===== src/design/uhe_pkg.sv =====
`default_nettype none

package uhe_pkg;

    localparam int LINE_MAX   = 16;
    localparam int INFO_BYTES = 8;
    localparam int MAX_RESULTS = 8;

    localparam int LINE_CNT_W = $clog2(LINE_MAX + 1);
    localparam int INFO_CNT_W = $clog2(INFO_BYTES + 1);
    localparam int RES_CNT_W  = $clog2(MAX_RESULTS + 1);

    localparam int KW_READY_LEN = 5;
    localparam int KW_INFO_LEN  = 4;

    // input commands
    localparam logic [1:0] CMD_BYTE  = 2'd0;
    localparam logic [1:0] CMD_TICK  = 2'd1;
    localparam logic [1:0] CMD_START = 2'd2;

    // result kinds
    localparam logic [1:0] KIND_TX      = 2'd0;
    localparam logic [1:0] KIND_PAYLOAD = 2'd1;
    localparam logic [1:0] KIND_REPORT  = 2'd2;

    localparam logic [7:0] CHAR_CR = 8'h0d;
    localparam logic [7:0] CHAR_LF = 8'h0a;

    // transmit strings, first character in the lowest byte
    localparam logic [39:0] TX_BAD   = {8'h0a, 8'h0d, 8'h64, 8'h61, 8'h62};
    localparam logic [47:0] TX_BFSZ  = {8'h0a, 8'h0d, 8'h7a, 8'h73, 8'h66, 8'h62};
    localparam logic [55:0] TX_READY = {8'h0a, 8'h0d, 8'h79, 8'h64, 8'h61, 8'h65, 8'h72};

    localparam logic [RES_CNT_W-1:0] LEN_BAD   = RES_CNT_W'(5);
    localparam logic [RES_CNT_W-1:0] LEN_BFSZ  = RES_CNT_W'(8);
    localparam logic [RES_CNT_W-1:0] LEN_READY = RES_CNT_W'(7);

    typedef enum logic [4:0] {
        PH_IDLE    = 5'b00001,
        PH_READY   = 5'b00010,
        PH_INFO    = 5'b00100,
        PH_BYTES   = 5'b01000,
        PH_PAYLOAD = 5'b10000
    } t_phase;

    // one item's worth of results, handed from the core to the emitter
    typedef struct packed {
        logic [RES_CNT_W-1:0] count;
        logic                 pay_first;
        logic                 rep_last;
        logic [63:0]          bytes;
        logic [63:0]          report;
    } t_burst;

    // keyword characters: "ready" or "info"
    function automatic logic [7:0] kw_char(input logic sel_info, input logic [2:0] idx);
        logic [7:0] ch;
        ch = 8'h00;
        if (sel_info) begin
            case (idx)
                3'd0: ch = 8'h69;
                3'd1: ch = 8'h6e;
                3'd2: ch = 8'h66;
                3'd3: ch = 8'h6f;
                default: ch = 8'h00;
            endcase
        end else begin
            case (idx)
                3'd0: ch = 8'h72;
                3'd1: ch = 8'h65;
                3'd2: ch = 8'h61;
                3'd3: ch = 8'h64;
                3'd4: ch = 8'h79;
                default: ch = 8'h00;
            endcase
        end
        return ch;
    endfunction

endpackage

`default_nettype wire


===== src/design/uhe_core.sv =====
`default_nettype none

module uhe_core (
    input  logic              i_clk,
    input  logic              i_rst_n,
    input  logic              i_item_valid,
    output logic              o_item_ready,
    input  logic [1:0]        i_item_cmd,
    input  logic [7:0]        i_item_byte,
    input  logic              i_item_ovr,
    input  logic [15:0]       i_buffer_size,
    input  logic [15:0]       i_timeout_ticks,
    input  logic              i_burst_ready,
    output logic              o_burst_valid,
    output uhe_pkg::t_burst   o_burst
);
    import uhe_pkg::*;

    // input register
    logic        r_item_valid;
    logic [1:0]  r_cmd;
    logic [7:0]  r_byte;
    logic        r_ovr;

    // session state
    t_phase                 r_phase,      n_phase;
    logic [LINE_CNT_W-1:0]  r_line_count, n_line_count;
    logic                   r_prev_cr,    n_prev_cr;
    logic                   r_match_rdy,  n_match_rdy;
    logic                   r_match_info, n_match_info;
    logic [15:0]            r_elapsed,    n_elapsed;
    logic [63:0]            r_shift,      n_shift;
    logic [INFO_CNT_W-1:0]  r_info_count, n_info_count;
    logic [15:0]            r_pay_left,   n_pay_left;

    logic                   w_consume;
    logic [LINE_CNT_W-1:0]  w_pos;
    logic [LINE_CNT_W-1:0]  w_cnt;
    logic                   w_done;
    logic                   w_long;
    logic                   w_mr;
    logic                   w_mi;
    logic [63:0]            w_shift_in;
    logic [INFO_CNT_W-1:0]  w_icnt;
    logic [15:0]            w_pay_dec;
    t_burst                 w_burst;

    assign w_consume    = r_item_valid && i_burst_ready;
    assign o_item_ready = !r_item_valid || w_consume;

    always_ff @(posedge i_clk) begin
        if (!i_rst_n) begin
            r_item_valid <= 1'b0;
        end else if (i_item_valid && o_item_ready) begin
            r_item_valid <= 1'b1;
        end else if (w_consume) begin
            r_item_valid <= 1'b0;
        end
    end

    always_ff @(posedge i_clk) begin
        if (i_item_valid && o_item_ready) begin
            r_cmd  <= i_item_cmd;
            r_byte <= i_item_byte;
            r_ovr  <= i_item_ovr;
        end
    end

    // line tracking: keyword prefix flags instead of a stored line
    always_comb begin
        w_pos = (r_line_count >= LINE_CNT_W'(LINE_MAX)) ? '0 : r_line_count;
        w_cnt = w_pos + LINE_CNT_W'(1);
        w_done = (w_cnt >= LINE_CNT_W'(2)) && r_prev_cr && (r_byte == CHAR_LF);
        w_long = !w_done && (w_cnt >= LINE_CNT_W'(LINE_MAX));
        w_mr = (w_pos == '0) ? 1'b1 : r_match_rdy;
        if (w_pos < LINE_CNT_W'(KW_READY_LEN)) begin
            w_mr = w_mr && (r_byte == kw_char(1'b0, w_pos[2:0]));
        end
        w_mi = (w_pos == '0) ? 1'b1 : r_match_info;
        if (w_pos < LINE_CNT_W'(KW_INFO_LEN)) begin
            w_mi = w_mi && (r_byte == kw_char(1'b1, w_pos[2:0]));
        end
        w_shift_in = {r_shift[55:0], r_byte};
        w_icnt     = r_info_count + INFO_CNT_W'(1);
        w_pay_dec  = (r_pay_left != '0) ? r_pay_left - 16'd1 : r_pay_left;
    end

    always_comb begin
        n_phase      = r_phase;
        n_line_count = r_line_count;
        n_prev_cr    = r_prev_cr;
        n_match_rdy  = r_match_rdy;
        n_match_info = r_match_info;
        n_elapsed    = r_elapsed;
        n_shift      = r_shift;
        n_info_count = r_info_count;
        n_pay_left   = r_pay_left;
        w_burst      = '0;

        case (r_cmd)
            CMD_START: begin
                n_phase      = PH_READY;
                n_line_count = '0;
                n_elapsed    = '0;
                n_shift      = '0;
                n_info_count = '0;
                n_pay_left   = '0;
            end
            CMD_TICK: begin
                if ((r_phase == PH_INFO || r_phase == PH_BYTES) && i_timeout_ticks != '0) begin
                    if (r_elapsed >= i_timeout_ticks) begin
                        n_phase      = PH_IDLE;
                        n_line_count = '0;
                    end else begin
                        n_elapsed = r_elapsed + 16'd1;
                    end
                end
            end
            CMD_BYTE: begin
                case (r_phase)
                    PH_READY: begin
                        if (r_ovr) begin
                            n_line_count  = '0;
                            w_burst.count = LEN_BAD;
                            w_burst.bytes = {24'd0, TX_BAD};
                        end else begin
                            n_prev_cr    = (r_byte == CHAR_CR);
                            n_match_rdy  = w_mr;
                            n_match_info = w_mi;
                            n_line_count = w_cnt;
                            if (w_done && w_mr && w_cnt == LINE_CNT_W'(KW_READY_LEN + 2)) begin
                                n_line_count  = '0;
                                n_phase       = PH_INFO;
                                n_elapsed     = '0;
                                w_burst.count = LEN_BFSZ;
                                w_burst.bytes = {i_buffer_size[7:0], i_buffer_size[15:8],
                                                 TX_BFSZ};
                            end else if (w_done || w_long) begin
                                n_line_count  = '0;
                                w_burst.count = LEN_BAD;
                                w_burst.bytes = {24'd0, TX_BAD};
                            end
                        end
                    end
                    PH_INFO: begin
                        if (r_ovr) begin
                            n_phase      = PH_IDLE;
                            n_line_count = '0;
                        end else begin
                            n_prev_cr    = (r_byte == CHAR_CR);
                            n_match_rdy  = w_mr;
                            n_match_info = w_mi;
                            n_line_count = w_cnt;
                            if (w_done && w_mi && w_cnt == LINE_CNT_W'(KW_INFO_LEN + 2)) begin
                                n_line_count = '0;
                                n_phase      = PH_BYTES;
                                n_shift      = '0;
                                n_info_count = '0;
                                n_elapsed    = '0;
                            end else if (w_done || w_long) begin
                                n_phase      = PH_IDLE;
                                n_line_count = '0;
                            end
                        end
                    end
                    PH_BYTES: begin
                        n_shift      = w_shift_in;
                        n_info_count = w_icnt;
                        if (w_icnt >= INFO_CNT_W'(INFO_BYTES)) begin
                            n_info_count   = '0;
                            n_pay_left     = w_shift_in[15:0];
                            w_burst.bytes  = {8'd0, TX_READY};
                            w_burst.report = w_shift_in;
                            if (w_shift_in[15:0] == '0) begin
                                // empty payload: report right after the ready text
                                w_burst.count    = LEN_READY + RES_CNT_W'(1);
                                w_burst.rep_last = 1'b1;
                                n_phase          = PH_IDLE;
                                n_line_count     = '0;
                            end else begin
                                w_burst.count = LEN_READY;
                                n_phase       = PH_PAYLOAD;
                            end
                        end
                    end
                    PH_PAYLOAD: begin
                        n_pay_left        = w_pay_dec;
                        w_burst.pay_first = 1'b1;
                        w_burst.bytes     = {56'd0, r_byte};
                        w_burst.report    = r_shift;
                        w_burst.count     = RES_CNT_W'(1);
                        if (w_pay_dec == '0) begin
                            w_burst.count    = RES_CNT_W'(2);
                            w_burst.rep_last = 1'b1;
                            n_phase          = PH_IDLE;
                            n_line_count     = '0;
                        end
                    end
                    default: begin
                    end
                endcase
            end
            default: begin
            end
        endcase
    end

    always_ff @(posedge i_clk) begin
        if (!i_rst_n) begin
            r_phase      <= PH_IDLE;
            r_line_count <= '0;
            r_prev_cr    <= 1'b0;
            r_match_rdy  <= 1'b0;
            r_match_info <= 1'b0;
            r_elapsed    <= '0;
            r_shift      <= '0;
            r_info_count <= '0;
            r_pay_left   <= '0;
        end else if (w_consume) begin
            r_phase      <= n_phase;
            r_line_count <= n_line_count;
            r_prev_cr    <= n_prev_cr;
            r_match_rdy  <= n_match_rdy;
            r_match_info <= n_match_info;
            r_elapsed    <= n_elapsed;
            r_shift      <= n_shift;
            r_info_count <= n_info_count;
            r_pay_left   <= n_pay_left;
        end
    end

    assign o_burst_valid = w_consume;
    assign o_burst       = w_burst;

endmodule

`default_nettype wire


===== src/design/uhe_emit.sv =====
`default_nettype none

module uhe_emit (
    input  logic              i_clk,
    input  logic              i_rst_n,
    input  logic              i_burst_valid,
    input  uhe_pkg::t_burst   i_burst,
    output logic              o_burst_ready,
    output logic              o_valid,
    input  logic              i_ready,
    output logic [71:0]       o_data,
    output logic [1:0]        o_kind,
    output logic              o_last
);
    import uhe_pkg::*;

    logic                  r_busy;
    logic [RES_CNT_W-1:0]  r_left;
    logic                  r_first;
    logic                  r_rep;
    logic [63:0]           r_bytes;
    logic [63:0]           r_report;

    logic                  r_valid;
    logic [71:0]           r_data;
    logic [1:0]            r_kind;
    logic                  r_last;

    logic                  w_advance;
    logic                  w_final;
    logic                  w_load;
    logic [1:0]            w_kind;
    logic [71:0]           w_data;

    assign w_advance     = r_busy && (!r_valid || i_ready);
    assign w_final       = (r_left == RES_CNT_W'(1));
    assign o_burst_ready = !r_busy || (w_advance && w_final);
    assign w_load        = i_burst_valid && (i_burst.count != '0);

    always_comb begin
        if (r_rep && w_final) begin
            w_kind = KIND_REPORT;
        end else if (r_first) begin
            w_kind = KIND_PAYLOAD;
        end else begin
            w_kind = KIND_TX;
        end
        if (w_kind == KIND_REPORT) begin
            w_data = {r_report[15:0], r_report[23:16], r_report[31:24],
                      r_report[63:32], 8'd0};
        end else begin
            w_data = {64'd0, r_bytes[7:0]};
        end
    end

    always_ff @(posedge i_clk) begin
        if (!i_rst_n) begin
            r_busy <= 1'b0;
        end else if (w_load) begin
            r_busy <= 1'b1;
        end else if (w_advance && w_final) begin
            r_busy <= 1'b0;
        end
    end

    always_ff @(posedge i_clk) begin
        if (w_load) begin
            r_left   <= i_burst.count;
            r_first  <= i_burst.pay_first;
            r_rep    <= i_burst.rep_last;
            r_bytes  <= i_burst.bytes;
            r_report <= i_burst.report;
        end else if (w_advance) begin
            r_left  <= r_left - RES_CNT_W'(1);
            r_first <= 1'b0;
            r_bytes <= {8'd0, r_bytes[63:8]};
        end
    end

    always_ff @(posedge i_clk) begin
        if (!i_rst_n) begin
            r_valid <= 1'b0;
        end else if (w_advance) begin
            r_valid <= 1'b1;
        end else if (i_ready) begin
            r_valid <= 1'b0;
        end
    end

    always_ff @(posedge i_clk) begin
        if (w_advance) begin
            r_data <= w_data;
            r_kind <= w_kind;
            r_last <= w_final;
        end
    end

    assign o_valid = r_valid;
    assign o_data  = r_data;
    assign o_kind  = r_kind;
    assign o_last  = r_last;

endmodule

`default_nettype wire


===== src/design/uart_host_handshake_engine.sv =====
// channel   dir   handshake                       payload
// s_axis    in    s_axis_tvalid / s_axis_tready   tdata: rx_byte; tuser: command, overrun
// m_axis    out   m_axis_tvalid / m_axis_tready   tdata: result fields; tuser: kind; tlast
// apb       in    psel, penable, pwrite, pready   0x0 buffer_size, 0x4 timeout_ticks
//
// an item waits in the input register until the emitter can take it, and its whole state
// update is done as it is handed over; its results (up to eight) leave the emitter one per
// cycle while the output is ready, and an item holds the emitter until its last result has
// gone into the single output register; items with one result or none stream at that rate.
// synchronous active-low reset; no clearing pass, the block is ready right after reset.
// a stalled output holds the emitter, which in turn holds the input register.
`default_nettype none

module uart_host_handshake_engine (
    input  logic        i_clk,
    input  logic        i_rst_n,
    input  logic        s_axis_tvalid,
    output logic        s_axis_tready,
    input  logic [7:0]  s_axis_tdata,   // [7:0] rx_byte
    input  logic [2:0]  s_axis_tuser,   // [1:0] command, [2] overrun
    output logic        m_axis_tvalid,
    input  logic        m_axis_tready,
    // [7:0] byte_value, [39:8] sample_rate, [47:40] bit_depth, [55:48] channels,
    // [71:56] data_length
    output logic [71:0] m_axis_tdata,
    output logic [1:0]  m_axis_tuser,   // [1:0] kind
    output logic        m_axis_tlast,
    input  logic        psel,
    input  logic        penable,
    input  logic        pwrite,
    input  logic [2:0]  paddr,
    input  logic [31:0] pwdata,
    output logic [31:0] prdata,
    output logic        pready
);
    import uhe_pkg::*;

    localparam logic REG_BUFFER_SIZE = 1'b0;
    localparam logic REG_TIMEOUT     = 1'b1;

    logic [15:0] r_buffer_size;
    logic [15:0] r_timeout_ticks;
    logic        w_cfg_wr;

    logic        w_burst_valid;
    logic        w_burst_ready;
    t_burst      w_burst;

    assign pready   = 1'b1;
    assign w_cfg_wr = psel && penable && pwrite && pready;

    // word-aligned registers, low address bits ignored
    always_ff @(posedge i_clk) begin
        if (!i_rst_n) begin
            r_buffer_size   <= 16'd4096;
            r_timeout_ticks <= 16'd2000;
        end else if (w_cfg_wr) begin
            if (paddr[2] == REG_BUFFER_SIZE) begin
                r_buffer_size <= pwdata[15:0];
            end else begin
                r_timeout_ticks <= pwdata[15:0];
            end
        end
    end

    assign prdata = (paddr[2] == REG_TIMEOUT) ? {16'd0, r_timeout_ticks}
                                              : {16'd0, r_buffer_size};

    uhe_core u_core (
        .i_clk           (i_clk),
        .i_rst_n         (i_rst_n),
        .i_item_valid    (s_axis_tvalid),
        .o_item_ready    (s_axis_tready),
        .i_item_cmd      (s_axis_tuser[1:0]),
        .i_item_byte     (s_axis_tdata),
        .i_item_ovr      (s_axis_tuser[2]),
        .i_buffer_size   (r_buffer_size),
        .i_timeout_ticks (r_timeout_ticks),
        .i_burst_ready   (w_burst_ready),
        .o_burst_valid   (w_burst_valid),
        .o_burst         (w_burst)
    );

    uhe_emit u_emit (
        .i_clk         (i_clk),
        .i_rst_n       (i_rst_n),
        .i_burst_valid (w_burst_valid),
        .i_burst       (w_burst),
        .o_burst_ready (w_burst_ready),
        .o_valid       (m_axis_tvalid),
        .i_ready       (m_axis_tready),
        .o_data        (m_axis_tdata),
        .o_kind        (m_axis_tuser),
        .o_last        (m_axis_tlast)
    );

`ifndef SYNTH
    // a report always closes the results of its item
    a_report_last: assert property (@(posedge i_clk) disable iff (!i_rst_n)
        m_axis_tvalid && m_axis_tuser == KIND_REPORT |-> m_axis_tlast)
        else $error("report transfer without tlast");

    // a report follows either one payload byte or the ready text
    a_report_len: assert property (@(posedge i_clk) disable iff (!i_rst_n)
        w_burst_valid && w_burst.rep_last |->
            w_burst.count == RES_CNT_W'(2) || w_burst.count == LEN_READY + RES_CNT_W'(1))
        else $error("report burst with unexpected length");

    // a payload byte stands alone or ahead of the report
    a_payload_len: assert property (@(posedge i_clk) disable iff (!i_rst_n)
        w_burst_valid && w_burst.pay_first |->
            w_burst.count == RES_CNT_W'(1) || w_burst.count == RES_CNT_W'(2))
        else $error("payload burst with unexpected length");

    // the core hands over an item only when the emitter can take it
    a_no_overrun: assert property (@(posedge i_clk) disable iff (!i_rst_n)
        w_burst_valid |-> w_burst_ready && w_burst.count <= RES_CNT_W'(MAX_RESULTS))
        else $error("burst handed over while emitter is busy");
`endif

endmodule

`default_nettype wire


===== config.mk =====
export PLATFORM = sky130hd
export DESIGN_NAME = uart_host_handshake_engine
export DESIGN_NICKNAME = d
export VERILOG_FILES = /design/src/design/uhe_pkg.sv /design/src/design/uhe_core.sv /design/src/design/uhe_emit.sv /design/src/design/uart_host_handshake_engine.sv
export SDC_FILE = /design/constraint.sdc
export NUM_CORES = 1
export LEC_CHECK = 0
export ABC_AREA = 1
export BUFFER_PORTS_ARGS = -buffer_cell sky130_fd_sc_hd__buf_4
export CELL_PAD_IN_SITES_DETAIL_PLACEMENT = 1
export CELL_PAD_IN_SITES_GLOBAL_PLACEMENT = 2
export CORE_AREA = 4 4 215 217
export DETAILED_ROUTE_END_ITERATION = 10
export DIE_AREA = 0 0 219 221
export PLACE_DENSITY_LB_ADDON = 0.1
export SYNTH_ARGS = -nofsm -noshare
export SYNTH_HDL_FRONTEND = slang
export SYNTH_SLANG_ARGS = --single-unit

===== constraint.sdc =====
create_clock -name i_clk -period 13.88 [get_ports i_clk]
set_input_delay 1.388 -clock i_clk [delete_from_list [all_inputs] [get_ports i_clk]]
set_output_delay 1.388 -clock i_clk [all_outputs]
set_load 0.02 [all_outputs]

---- Word-level counts from Yosys, hierarchy flattened ----
Index checks and enable logic that the tools add are counted.
storage, ports and cells
  bits in registers ....................... 368
  input port bits ......................... 53
  output and inout port bits .............. 110
cells by class
  add/sub/neg operators ................... 5
  magnitude comparators ................... 7
  eq/ne operators ......................... 33
  multiplexer cells ....................... 87
  bitwise gates (word level) .............. 2
  reductions and logical operators ........ 50
operator list
  operator                                                                number
  64-bit two-way mux                                                      6
  64-bit case mux with 2 select lines                                     3
  64-bit case mux with 3 select lines                                     1
  16-bit two-way mux                                                      9
  134-bit two-way mux                                                     1
  129-bit two-way mux                                                     1
  5-bit two-way mux                                                       21
  16-bit case mux with 2 select lines                                     3
  16-bit case mux with 3 select lines                                     1
  5-bit case mux with 4 select lines                                      2
  36-bit two-way mux                                                      1
  4-bit two-way mux                                                       9
  7-bit case mux with 5 select lines                                      1
  16-bit logical NOT                                                      2
  16-bit nonzero test                                                     2
  5-bit case mux with 3 select lines                                      2
  7-bit case mux with 4 select lines                                      1
  1-bit logical AND                                                       18
  16-bit by 1-bit adder with 16-bit output (second input constant)        1
  8-bit by 4-bit equality test with 1-bit output (second input constant)  2
  8-bit equality test                                                     2
  16-bit greater-or-equal comparator                                      1
  1-bit two-way mux                                                       16
  8-bit two-way mux                                                       2
  other kinds (46)                                                        76

---- Longest topological paths before layout ----
Gate-level depths: netlist of the first run.
  word-level depth ........................ 17
  depth in mapped cells ................... 22
  depth with buffers taken out ............ 21

---- Cells and area by module ----
A second synthesis of the first run with hierarchy kept.
second synthesis, totals
  cell total of the unflattened synthesis .. 2132
  area total of the unflattened synthesis .. 18530.3 sq um
by module, submodules not included
  module                      times used  cells each  area an instance (sq um)
  uhe_core                    1           1272        8468.1
  uhe_emit                    1           603         8411.8
  uart_host_handshake_engine  1           257         1650.3

---- Least setup slack after synthesis of the first run ----
OpenSTA, ideal clock, no wires.
  path type ............................... input -> register
  from .................................... input port m_axis_tready
  to ...................................... register u_emit.r_data[0] (netlist: u_emit.o_data[0]), enable pin
  arrival time ............................ 4.680 ns
  path slack .............................. 8.691 ns
  stages .................................. 4
  path buffers ............................ 0
  cell sequence ........................... inv_1 > nand2_1 > inv_1 > nor2_1
on the way
  longest elaborated chain between the ends .. 2
ends and longest elaborated chain
  item                  line                              source
  from (decl)           uart_host_handshake_engine.sv:22  input logic m_axis_tready,
  1-bit logical OR      uhe_emit.sv:35                    assign w_advance = r_busy && (!r_valid || i_ready);
  1-bit logical AND     uhe_emit.sv:35
  net u_emit.w_advance  uhe_emit.sv:29                    logic w_advance;
  to (signal assigned)  uhe_emit.sv:92                    r_data <= w_data;
  to (decl)             uhe_emit.sv:25                    logic [71:0] r_data;
The timed path passes the listed nets, and every way through them passes these cells.
A chain may end at the register's enable or synchronous reset.

---- Final worst setup path of the first run ----
  from .................................... register u_core.r_line_count[1]
  to ...................................... register u_emit.r_report[3], enable pin
on the way
  longest elaborated chain between the ends .. 16
  elaborated cells on any way between the ends .. 33
  classes of those cells .................. 1 x add/sub; 4 x order compare; 6 x eq/ne; 10 x mux; 12 x reduce/logical
ends and longest elaborated chain
  item                                                                                                                       line                              source
  from (decl)                                                                                                                uhe_core.sv:27                    logic [LINE_CNT_W-1:0] r_line_count, n_line_count;
  from (signal assigned)                                                                                                     uhe_core.sv:221                   r_line_count <= n_line_count;
  5-bit greater-or-equal comparator                                                                                          uhe_core.sv:71                    w_pos = (r_line_count >= LINE_CNT_W'(LINE_MAX)) ? '0 : r_line_count;
  5-bit two-way mux *                                                                                                        uhe_core.sv:71
  5-bit by 1-bit adder with 5-bit output, or another cell as far along                                                       uhe_core.sv:72                    w_cnt = w_pos + LINE_CNT_W'(1);
  5-bit by 2-bit greater-or-equal comparator with 1-bit output / 7-bit case mux with 5 select lines (equally long branches)  uhe_core.sv:73, uhe_pkg.sv:68
  1-bit logical AND / 8-bit two-way mux (equally long branches)                                                              uhe_core.sv:73, uhe_core.sv:76
  1-bit logical AND / 8-bit equality test (equally long branches)                                                            uhe_core.sv:73, uhe_core.sv:77
  1-bit logical NOT / 1-bit logical AND (equally long branches)                                                              uhe_core.sv:74, uhe_core.sv:77
  1-bit logical AND / 1-bit two-way mux (equally long branches)                                                              uhe_core.sv:74, uhe_core.sv:76
  1-bit logical OR / 1-bit logical AND (equally long branches)                                                               uhe_core.sv:138, uhe_core.sv:131
  3-bit two-way mux / 1-bit logical AND (equally long branches)                                                              uhe_core.sv:138, uhe_core.sv:131
  4-bit two-way mux *                                                                                                        uhe_core.sv:131                   if (w_done && w_mr && w_cnt == LINE_CNT_W'(KW_READY_LEN + 2)) begin
  4-bit two-way mux *                                                                                                        uhe_core.sv:122                   if (r_ovr) begin
  4-bit case mux with 3 select lines *                                                                                       uhe_core.sv:120                   case (r_phase)
  134-bit two-way mux *                                                                                                      uhe_core.sv:100                   case (r_cmd)
  4-bit nonzero test *                                                                                                       uhe_emit.sv:38                    assign w_load = i_burst_valid && (i_burst.count != '0);
  1-bit logical AND *                                                                                                        uhe_emit.sv:38
  to (signal assigned)                                                                                                       uhe_emit.sv:72                    r_report <= i_burst.report;
  to (decl)                                                                                                                  uhe_emit.sv:22                    logic [63:0] r_report;
Mark *: on every way between the ends. The rest lies on a longest branch, timed or not. The select of a mux whose other input is x is not followed.

==> results of run 1 <==
==> state kept, by name, summed over array words and instances (netlist names), 2 cells and up <==
register,cells
u_core.r_line_count,5
u_core.r_pay_left,16
r_buffer_size,16
u_core.r_cmd,2
u_core.r_byte,8
u_emit.r_left,4
u_emit.r_bytes,64
u_emit.o_kind,2
u_core.r_shift,64
u_core.r_elapsed,16
u_core.r_info_count,4
r_timeout_ticks,16
u_emit.r_report,64
u_emit.o_data,72
u_core.r_phase,5
==> path summary, 6_finish.rpt <==
kind	endpoint	slack, ps	cells past startpoint
max	u_emit.r_report[3]	9450	20
min	r_buffer_size[3]	490	2
max reg2reg	u_emit.r_report[3]	9450	20
min reg2reg	r_buffer_size[3]	490	2
==> layer usage <==
metal  track usage  up-vias  routed length, µm
li1              -     6858                  -
met1         0.262     6935              21500
met2         0.350      229              24700
met3        0.0369       72               1980
met4        0.0528        0               1150
met5             0        -                  0
==> final cells by class <==
type | count | area (µm²) | area share
Inverter | 222 | 837 | 0.0415
Clock buffer | 51 | 1130 | 0.0559
Multi-Input combinational cell | 1276 | 6560 | 0.325
Sequential cell | 368 | 9570 | 0.475
Clock inverter | 25 | 267 | 0.0132
Tap cell | 592 | 741 | 0.0367
Timing Repair Buffer | 141 | 1060 | 0.0525
==> worst max-delay path: stages, from the launching register on <==
cell and delay (ps):
sky130_fd_sc_hd__dfxtp_1 390, sky130_fd_sc_hd__inv_1 60, sky130_fd_sc_hd__nor2_1 170, sky130_fd_sc_hd__inv_1 90, sky130_fd_sc_hd__ha_1 260, sky130_fd_sc_hd__inv_1 210
sky130_fd_sc_hd__nand2_1 90, sky130_fd_sc_hd__nand3_1 90, sky130_fd_sc_hd__nor2_1 50, sky130_fd_sc_hd__nand3_1 80, sky130_fd_sc_hd__nor2_1 50, sky130_fd_sc_hd__nand2_1 80
sky130_fd_sc_hd__nand2_1 80, sky130_fd_sc_hd__nand4_1 170, sky130_fd_sc_hd__nand2_1 170, sky130_fd_sc_hd__nand3_1 130, sky130_fd_sc_hd__nand2_2 80, sky130_fd_sc_hd__nand3_4 290
sky130_fd_sc_hd__nand2_8 300, sky130_fd_sc_hd__inv_4 370, sky130_fd_sc_hd__buf_4 740
==> cell families (layout without fill, tap and decap cells) <==
| kind of cell | after synthesis | in the layout | synth area share |
|---|---|---|---|
| AO/OA/AOI/OAI | 343 | 343 | 0.120 |
| adder cells (fa/ha/maj) | 26 | 26 | 0.0186 |
| AND/OR/NAND/NOR | 873 | 873 | 0.221 |
| XOR/XNOR | 17 | 17 | 0.00851 |
| buffers and inverters | 354 | 439 | 0.0842 |
| flip-flops | 368 | 368 | 0.547 |
| other | 2 | 17 | 0.000429 |
==> per-stage QoR <==
stage / hold WS (ps) / utilization / power [µW]
final: 494 / 0.457 / 2460
after CTS: 500 / 0.457 / 2500
after global placement: 465 / 0.425 / 1350
after global routing: 516 / 0.457 / 2570
after detailed placement: 487 / 0.425 / 1350
after floorplan: 440 / - / 1300
==> where the power goes <==
group	internal, µW	switching [µW]
combinational	42.7	105
sequential	1160	20.0
clock	686	449
==> cells in the final DEF (no fill, tap or decap), drive strengths merged <==
cell type	netlist	final
buf	55	141
xor2	16	16
inv	220	220
a31oi	28	28
conb	2	17
o31ai	1	1
o21bai	5	5
clkinv	2	21
xnor2	1	1
a211oi	21	21
nand2	323	323
nand4	38	38
nor3	56	56
o21ai	105	105
edfxtp	220	220
nor4	8	8
nand3	126	126
nand3b	6	6
o22ai	1	1
ha	26	26
a32oi	63	63
a21boi	1	1
dfxtp	148	148
nor3b	1	1
clkbuf	77	51
o211a	1	1
a21oi	111	111
or4	1	1
bufinv	0	6
nor2	314	314
o211ai	6	6
==> impl_results.md, run 1 <==
- Clock buffers created by TritonCTS: 42
- Via density per instance: 5.27
- Sequential cell area fraction in the yosys report: 0.547
- Number of H-tree branching levels: 2
- Final clock period utilization by the worst path: 0.319
- Initial Utilization: 0.396
- Routed WL per cell: 18.4 µm
- Wire length of the first global-routing pass: 79500 µm
- Setup Skew: 13.6 ps
- RSZ-0062 raised after global routing: false
- Worst Setup Start Kind: flip-flop
- Number of cells after detailed placement: 2599
- Post-layout min period: 4430 ps
- Buffer cell driving the clock tree root: sky130_fd_sc_hd__clkbuf_16
- Run status: finished clean
- Via count of the first global-routing pass: 14299
- Number of distinct library cells after synthesis: 49
- First-pass DRT Iterations: 5
- Proportion of synthesized flip-flops having asynchronous set or reset: 0
- Total of hold buffers inserted after clock tree synthesis: 0
- Total power divided by cell area: 122 nW/µm²
- All-Layer GR Usage: 0.202
- Die Span Y: 221 µm
- Worst setup path startpoint: u_core.r_line_count[1]
- DRC errors left: 0
- Average size of a mapped cell: 8.82 µm²
- Synthesis-to-layout area growth: 15.2%
- Headroom to the max-slew limit: 0.324
- Maximum net fanout on the critical path: 64
- Primary FF master, synth: sky130_fd_sc_hd__edfxtp_1
- Remaining number of nets flagged by the antenna check after routing: 0
- Static leakage: 0.00828 µW
- Maximum Capacitance Violations: 0
- Final global-route overflow total: 0
- Total die area: 48400 µm²
- Total Neg Setup Slack: 0 ps
- Final setup violation count: 0
- Final count of pins violating max slew: 0
- Mapped cell area: 17500 µm²
- Yosys synthesis warning count: 0
- Classification of the worst-slack hold path: flip-flop to flip-flop
- Most numerous cell types in the synthesized netlist: 312 x sky130_fd_sc_hd__nand2_1, 294 x sky130_fd_sc_hd__nor2_1, 220 x sky130_fd_sc_hd__edfxtp_1, 212 x sky130_fd_sc_hd__inv_1, 148 x sky130_fd_sc_hd__dfxtp_1
- Worst-case setup margin in the final layout: 9450 ps
- Initial antenna violation count: 0
- Top cell type's share of synthesized area: 0.378
- Final Hold Violating Endpoints: 0
- Number of buffers inserted by port buffering: 127
- Kind of end point of the critical path: flip-flop
- Post-CTS Repair Setup Buffers: 0
- Clock sinks: 368
- Vias: 14094
- RR Startpoint: u_core.r_line_count[1]
- Cts repair resizes: 0
- Required time at the worst-slack endpoint: 14060 ps
- Critical path arrival: 4600 ps
- Post-synthesis cell type with the largest combined area: sky130_fd_sc_hd__edfxtp_1
- Number of enable-type register cells in the synthesized netlist: 220
- Clk_lat worst skew: 560 ps
- Post-Layout Cell Count: 2675
- Worst Setup Slack post-DPL: 9270 ps
- TritonCTS clock tree: yes
- Number of placement rows: 77
- Achievable Freq: 226 MHz
- NumNets Final: 2130
- HPWL after detailed placement: 32700 µm
- Largest net degree at the start of global routing: 94
- Overall routed net length: 49300 µm
- Start-to-end type of the worst setup path: flip-flop to flip-flop
- Leading cell types by total area after synthesis: sky130_fd_sc_hd__edfxtp_1 38%, sky130_fd_sc_hd__dfxtp_1 17%, sky130_fd_sc_hd__nand2_1 6.7%
- Number of diodes added for antenna fixing: 0
- Most numerous cell in the Yosys netlist: sky130_fd_sc_hd__nand2_1
- Longest Clk Path Bufs: 3
- Cell area reported after detailed placement: 18800 µm²
- Tightest Pin Transition: 1010 ps
- VDD IR-drop max: 0.0910 mV
- Final RePlAce weighted congestion: 0.862
- Count of routing violations after the opening detailed-route iteration: 846
- Fraction of layout instances using a drive strength above 1: 0.124
- Horizontal die dimension: 219 µm
- Cell area after layout: 20200 µm²
- Hold path start: r_buffer_size[3]
- Number of cells produced by synthesis: 1983
- Number of placed I/O pins: 163
- Clock input transition at the sequential cells of the worst setup and hold paths: 60 ps
- Std-Cell Core Area: 44100 µm²
- Fillers: 5231
- #FFs+latches synth: 368
Note: power is estimated with default switching activity, not from simulation.
==> run 2, diff against run 1 <==
--- a/config.mk
+++ b/config.mk
@@ -9,9 +9,9 @@
 export BUFFER_PORTS_ARGS = -buffer_cell sky130_fd_sc_hd__buf_4
 export CELL_PAD_IN_SITES_DETAIL_PLACEMENT = 1
 export CELL_PAD_IN_SITES_GLOBAL_PLACEMENT = 2
-export CORE_AREA = 4 4 215 217
+export CORE_AREA = 4 4 223 225
 export DETAILED_ROUTE_END_ITERATION = 10
-export DIE_AREA = 0 0 219 221
+export DIE_AREA = 0 0 227 229
 export PLACE_DENSITY_LB_ADDON = 0.1
 export SYNTH_ARGS = -nofsm -noshare
 export SYNTH_HDL_FRONTEND = slang
==> constraint.sdc (replaced) <==
create_clock -name i_clk -period 4.4 [get_ports i_clk]
set_input_delay 0.44 -clock i_clk [delete_from_list [all_inputs] [get_ports i_clk]]
set_output_delay 0.44 -clock i_clk [all_outputs]
set_load 0.02 [all_outputs]
==> run 2 against run 1 <==
Via count decreased by 0.77%. Clock-buffer cell count increased by 10. First-iteration DRC count shrank 15%. Final area up 0.76%. Register-to-register slack got worse by 8700 ps. Flip-flop and latch count did not move. Critical path type unchanged. Largest power group unchanged.
==> impl_results.md, run 2 (synthesis results as in run 1) <==
- Run status: finished clean
- Maximum net fanout on the critical path: 69
- Std-Cell Core Area: 47500 µm²
- Setup Skew: 22.5 ps
- Classification of the worst-slack hold path: primary input to flip-flop
- Die Span Y: 229 µm
- Via density per instance: 5.16
- Via count of the first global-routing pass: 14409
- Synthesis-to-layout area growth: 16.1%
- Post-layout min period: 3640 ps
- Final Hold Violating Endpoints: 0
- VDD IR-drop max: 0.217 mV
- Ordered list of cells on the worst path: inv_1, ha_1, nand2_4, nor2_4, nand2_4, nand3_1, nand2_1, inv_1, nand2_1, nor2_1, nand3_2, o21ai_2, nand2_1, nand3_4, nand2_8, o21ai_4, buf_4
- Final global-route overflow total: 0
- Initial Utilization: 0.368
- Vias: 13986
- Wire length of the first global-routing pass: 79800 µm
- Worst Setup Start Kind: flip-flop
- Headroom to the max-slew limit: 0.389
- Maximum Capacitance Violations: 0
- First-pass DRT Iterations: 5
- RSZ-0062 raised after global routing: false
- Combined area of the multi-input logic cells: 6560 µm²
- Longest Clk Path Bufs: 3
- Final setup violation count: 0
- Fraction of layout instances using a drive strength above 1: 0.132
- Largest register FFs: 72
- Number of placement rows: 80
- Count of routing violations after the opening detailed-route iteration: 723
- Post-CTS Repair Setup Buffers: 0
- NumNets Final: 2143
- Final count of pins violating max slew: 0
- Achievable Freq: 275 MHz
- Top cell family by delay on the critical path: simple AND/OR/NAND/NOR gates
- Clk_lat worst skew: 570 ps
- Static leakage: 0.00834 µW
- Buffer cell driving the clock tree root: sky130_fd_sc_hd__clkbuf_16
- Total die area: 52000 µm²
- Number of buffers inserted by port buffering: 127
- Remaining number of nets flagged by the antenna check after routing: 0
- Routed WL per cell: 18.3 µm
- Number of cells after detailed placement: 2635
- Kind of end point of the critical path: flip-flop
- Sequential cell area: 9570 µm²
- Clock input transition at the sequential cells of the worst setup and hold paths: 60 ps
- Most common cell after layout, fill and taps aside: sky130_fd_sc_hd__nand2_1
- Number of H-tree branching levels: 2
- HPWL after detailed placement: 33500 µm
- Clock sinks: 368
- Longest individual stage delay on the worst path: 690 ps
- Tightest Pin Transition: 916 ps
- Final RePlAce weighted congestion: 0.855
- Overall routed net length: 49700 µm
- Number of placed I/O pins: 163
- Total of hold buffers inserted after clock tree synthesis: 0
- Most frequent cells in the layout: 311 x sky130_fd_sc_hd__nand2_1, 292 x sky130_fd_sc_hd__nor2_1, 220 x sky130_fd_sc_hd__edfxtp_1
- Final clock period utilization by the worst path: 0.827
- Post-Layout Cell Count: 2713
- Required time at the worst-slack endpoint: 4580 ps
- Initial antenna violation count: 0
- Clock buffers created by TritonCTS: 42
- Critical path arrival: 3820 ps
- Horizontal die dimension: 227 µm
- Slowest cell on the critical path: sky130_fd_sc_hd__buf_4
- All-Layer GR Usage: 0.190
- Final core utilization: 0.427
- Number of diodes added for antenna fixing: 0
- DRC errors left: 0
- Cts repair resizes: 0
- Total Neg Setup Slack: 0 ps
- Fillers: 5499
- Total power divided by cell area: 381 nW/µm²
- Largest net degree at the start of global routing: 85
- Most used cell, CP: sky130_fd_sc_hd__nand2_1
- TritonCTS clock tree: yes
- Start-to-end type of the worst setup path: flip-flop to flip-flop
- Combined buffer and inverter count along the critical path: 3
==> run 2: cell types whose count changed in the layout (fill, tap and decap cells not counted), sizes merged <==
cell	delta
clkinv	-7
buf	+13
clkbuf	+10
clkinvlp	+1
bufinv	-3
inv	+1
==> run 2: worst paths after layout <==
check | from | end | slack, ps | cells after the start
hold reg to reg | r_buffer_size[6] | r_buffer_size[6] | 480 | 2
setup reg to reg | u_core.r_pay_left[0] | u_emit.r_bytes[20] | 760 | 17
setup / recovery | u_core.r_pay_left[0] | u_emit.r_bytes[20] | 760 | 17
hold / removal | s_axis_tdata[6] | u_core.r_byte[6] | 50 | 1
==> run 2: per-layer routing <==
metal | vias up | routed length, µm | global-route usage
li1 | 6878 | - | -
met1 | 6800 | 22100 | 0.247
met2 | 229 | 24600 | 0.328
met3 | 79 | 1710 | 0.0279
met4 | 0 | 1340 | 0.0550
met5 | - | 0 | 0
==> run 2: layout make-up <==
type / count / share of cell area
Clock buffer: 61 / 0.0593
Clock inverter: 17 / 0.00881
Inverter: 222 / 0.0412
Multi-Input combinational cell: 1276 / 0.323
Sequential cell: 368 / 0.471
Tap cell: 615 / 0.0379
Timing Repair Buffer: 154 / 0.0588
==> run 2: power breakdown <==
| group | switching, µW | internal (µW) | leakage (µW) |
|---|---|---|---|
| clock network | 1450 | 2090 | 0.000676 |
| logic | 337 | 140 | 0.00447 |
| registers | 58.3 | 3670 | 0.00320 |
==> run 2: stage by stage <==
stage	setup slack [ps]	instance area, µm²	power [µW]	hold slack (ps)
after CTS	720	20300	7870	10.7
after floorplan	159	17600	4110	440
after detailed placement	746	18900	4280	478
final	763	20300	7740	47.5
after global placement	791	18900	4270	468
after global routing	398	20300	8060	23.4
==> run 3, diff against run 2 <==
--- a/config.mk
+++ b/config.mk
@@ -9,9 +9,9 @@
 export BUFFER_PORTS_ARGS = -buffer_cell sky130_fd_sc_hd__buf_4
 export CELL_PAD_IN_SITES_DETAIL_PLACEMENT = 1
 export CELL_PAD_IN_SITES_GLOBAL_PLACEMENT = 2
-export CORE_AREA = 4 4 223 225
+export CORE_AREA = 4 4 236 238
 export DETAILED_ROUTE_END_ITERATION = 10
-export DIE_AREA = 0 0 227 229
+export DIE_AREA = 0 0 240 242
 export PLACE_DENSITY_LB_ADDON = 0.1
 export SYNTH_ARGS = -nofsm -noshare
 export SYNTH_HDL_FRONTEND = slang
==> constraint.sdc (replaced) <==
create_clock -name i_clk -period 3 [get_ports i_clk]
set_input_delay 0.3 -clock i_clk [delete_from_list [all_inputs] [get_ports i_clk]]
set_output_delay 0.3 -clock i_clk [all_outputs]
set_load 0.02 [all_outputs]
==> run 3 against run 2 <==
Via count grew 3.0%. Critical endpoint is now u_emit.r_bytes[4]. Fmax is 30% higher. Final area up 6.5%. Largest power group unchanged. Cell count up 6.7%.
==> impl_results.md, run 3 (synthesis results as in run 1) <==
- Run status: finished clean
- Achievable Freq: 357 MHz
- Longest individual stage delay on the worst path: 390 ps
- Slowest cell on the critical path: sky130_fd_sc_hd__dfxtp_1
- Number of placement rows: 85
- Overall routed net length: 53200 µm
- Number of diodes added for antenna fixing: 0
- Total die area: 58100 µm²
- Longest Clk Path Bufs: 3
- Maximum net fanout on the critical path: 7
- Required time at the worst-slack endpoint: 3270 ps
- All-Layer GR Usage: 0.177
- Remaining number of nets flagged by the antenna check after routing: 0
- NumNets Final: 2244
- Final count of pins violating max slew: 0
- Routed WL per cell: 18.4 µm
- Clock buffers created by TritonCTS: 43
- Buffer cell driving the clock tree root: sky130_fd_sc_hd__clkbuf_16
- Ordered list of cells on the worst path: nor2_4, nand3_1, o21ai_0, nand2_1, nand2_1, nand2_1, nor2_2, nand3_2, o21ai_2, nand2_1, nand3_4, nand2_8, o21ai_4, clkbuf_16
- Final core utilization: 0.404
- Clock sinks: 368
- Std-Cell Core Area: 53600 µm²
- Fraction of layout instances using a drive strength above 1: 0.171
- Horizontal die dimension: 240 µm
- Start-to-end type of the worst setup path: flip-flop to flip-flop
- Final RePlAce weighted congestion: 0.844
- Total Neg Setup Slack: 0 ps
- Count of routing violations after the opening detailed-route iteration: 688
- HPWL after detailed placement: 36300 µm
- First-pass DRT Iterations: 5
- Classification of the worst-slack hold path: primary input to flip-flop
- Wire length of the first global-routing pass: 83200 µm
- Final setup violation count: 0
- DRC errors left: 0
- Initial antenna violation count: 0
- Number of placed I/O pins: 163
- Number of cells after detailed placement: 2770
- Top cell family by delay on the critical path: simple AND/OR/NAND/NOR gates
- Kind of end point of the critical path: flip-flop
- Largest net degree at the start of global routing: 126
- Combined buffer and inverter count along the critical path: 1
- Via density per instance: 4.98
- Final Hold Violating Endpoints: 0
- Final global-route overflow total: 0
- TritonCTS clock tree: yes
- VDD IR-drop max: 0.352 mV
- Total power divided by cell area: 526 nW/µm²
- Maximum Capacitance Violations: 0
- Initial Utilization: 0.326
- Headroom to the max-slew limit: 0.468
- Most common cell after layout, fill and taps aside: sky130_fd_sc_hd__nand2_1
- Critical path arrival: 3080 ps
- Most frequent cells in the layout: 308 x sky130_fd_sc_hd__nand2_1, 286 x sky130_fd_sc_hd__nor2_1, 220 x sky130_fd_sc_hd__edfxtp_1
- Post-Layout Cell Count: 2896
- Via count of the first global-routing pass: 14755
- Number of H-tree branching levels: 2
- Vias: 14409
- Setup Skew: 15.8 ps
- Clk_lat worst skew: 560 ps
- Most used cell, CP: sky130_fd_sc_hd__nand2_1
- Largest register FFs: 72
- Tightest Pin Transition: 798 ps
- Worst Setup Start Kind: flip-flop
- Final clock period utilization by the worst path: 0.935
- Clock input transition at the sequential cells of the worst setup and hold paths: 60 ps
- Post-layout min period: 2810 ps
- Synthesis-to-layout area growth: 23.7%
- Number of buffers inserted by port buffering: 127
- Static leakage: 0.00891 µW
- Die Span Y: 242 µm
run 3: area by class of cell:
cell class	count	area, µm²
Clock buffer	61	1180
Clock inverter	19	178
Fill cell	6192	32000
Inverter	222	852
Multi-Input combinational cell	1278	6730
Sequential cell	368	9570
Tap cell	696	871
Timing Repair Buffer	251	2240
Timing Repair inverter	1	6.26
run 3: worst min-delay path: stages:
cell and delay, ps:
sky130_fd_sc_hd__buf_4 80, sky130_fd_sc_hd__o21ai_0 70, sky130_fd_sc_hd__a21oi_1 100
run 3: final timing paths:
kind / start / endpoint / slack [ps] / cells past startpoint
worst max register to register: u_core.r_pay_left[3] / u_emit.r_bytes[4] / 200 / 14
worst min-delay path: pwdata[1] / r_buffer_size[1] / 40 / 3
worst max-delay path: u_core.r_pay_left[3] / u_emit.r_bytes[4] / 200 / 14
worst min register to register: r_buffer_size[2] / r_buffer_size[2] / 480 / 2
run 3: routing by layer:
layer	track usage	up-vias	wire [µm]
met4	0.0401	0	941
met5	0	-	0
met3	0.0281	52	1790
met1	0.227	7050	23400
met2	0.315	210	27000
li1	-	7097	-
run 3: timing repair:
item / 4_1_cts / 5_1_grt
hold buffers: 22 / 0
gates resized for setup: 0 / 44
hold endpoints to repair: 24 / 0
buffers inserted: 0 / 15
endpoints found under the setup margin: 0 / 282
run 3: metrics by stage:
stage | total power [µW] | hold WS [ps] | cell area, µm² | worst slack [ps]
6_report | 11400 | 40.2 | 21600 | 195
5_1_grt | 11900 | 37.2 | 21600 | -55.8
4_1_cts | 11500 | 10.4 | 21200 | 47.4
2_1_floorplan | 6030 | 399 | 17600 | 6.14
3_5_place_dp | 6320 | 477 | 19600 | 81.1
3_3_place_gp | 6310 | 471 | 19600 | 86.3
run 3: where the power goes:
part	switching (µW)	total, µW	internal, µW
Clock	2090	5100	3010
Combinational	535	820	285
Sequential	85.7	5460	5380
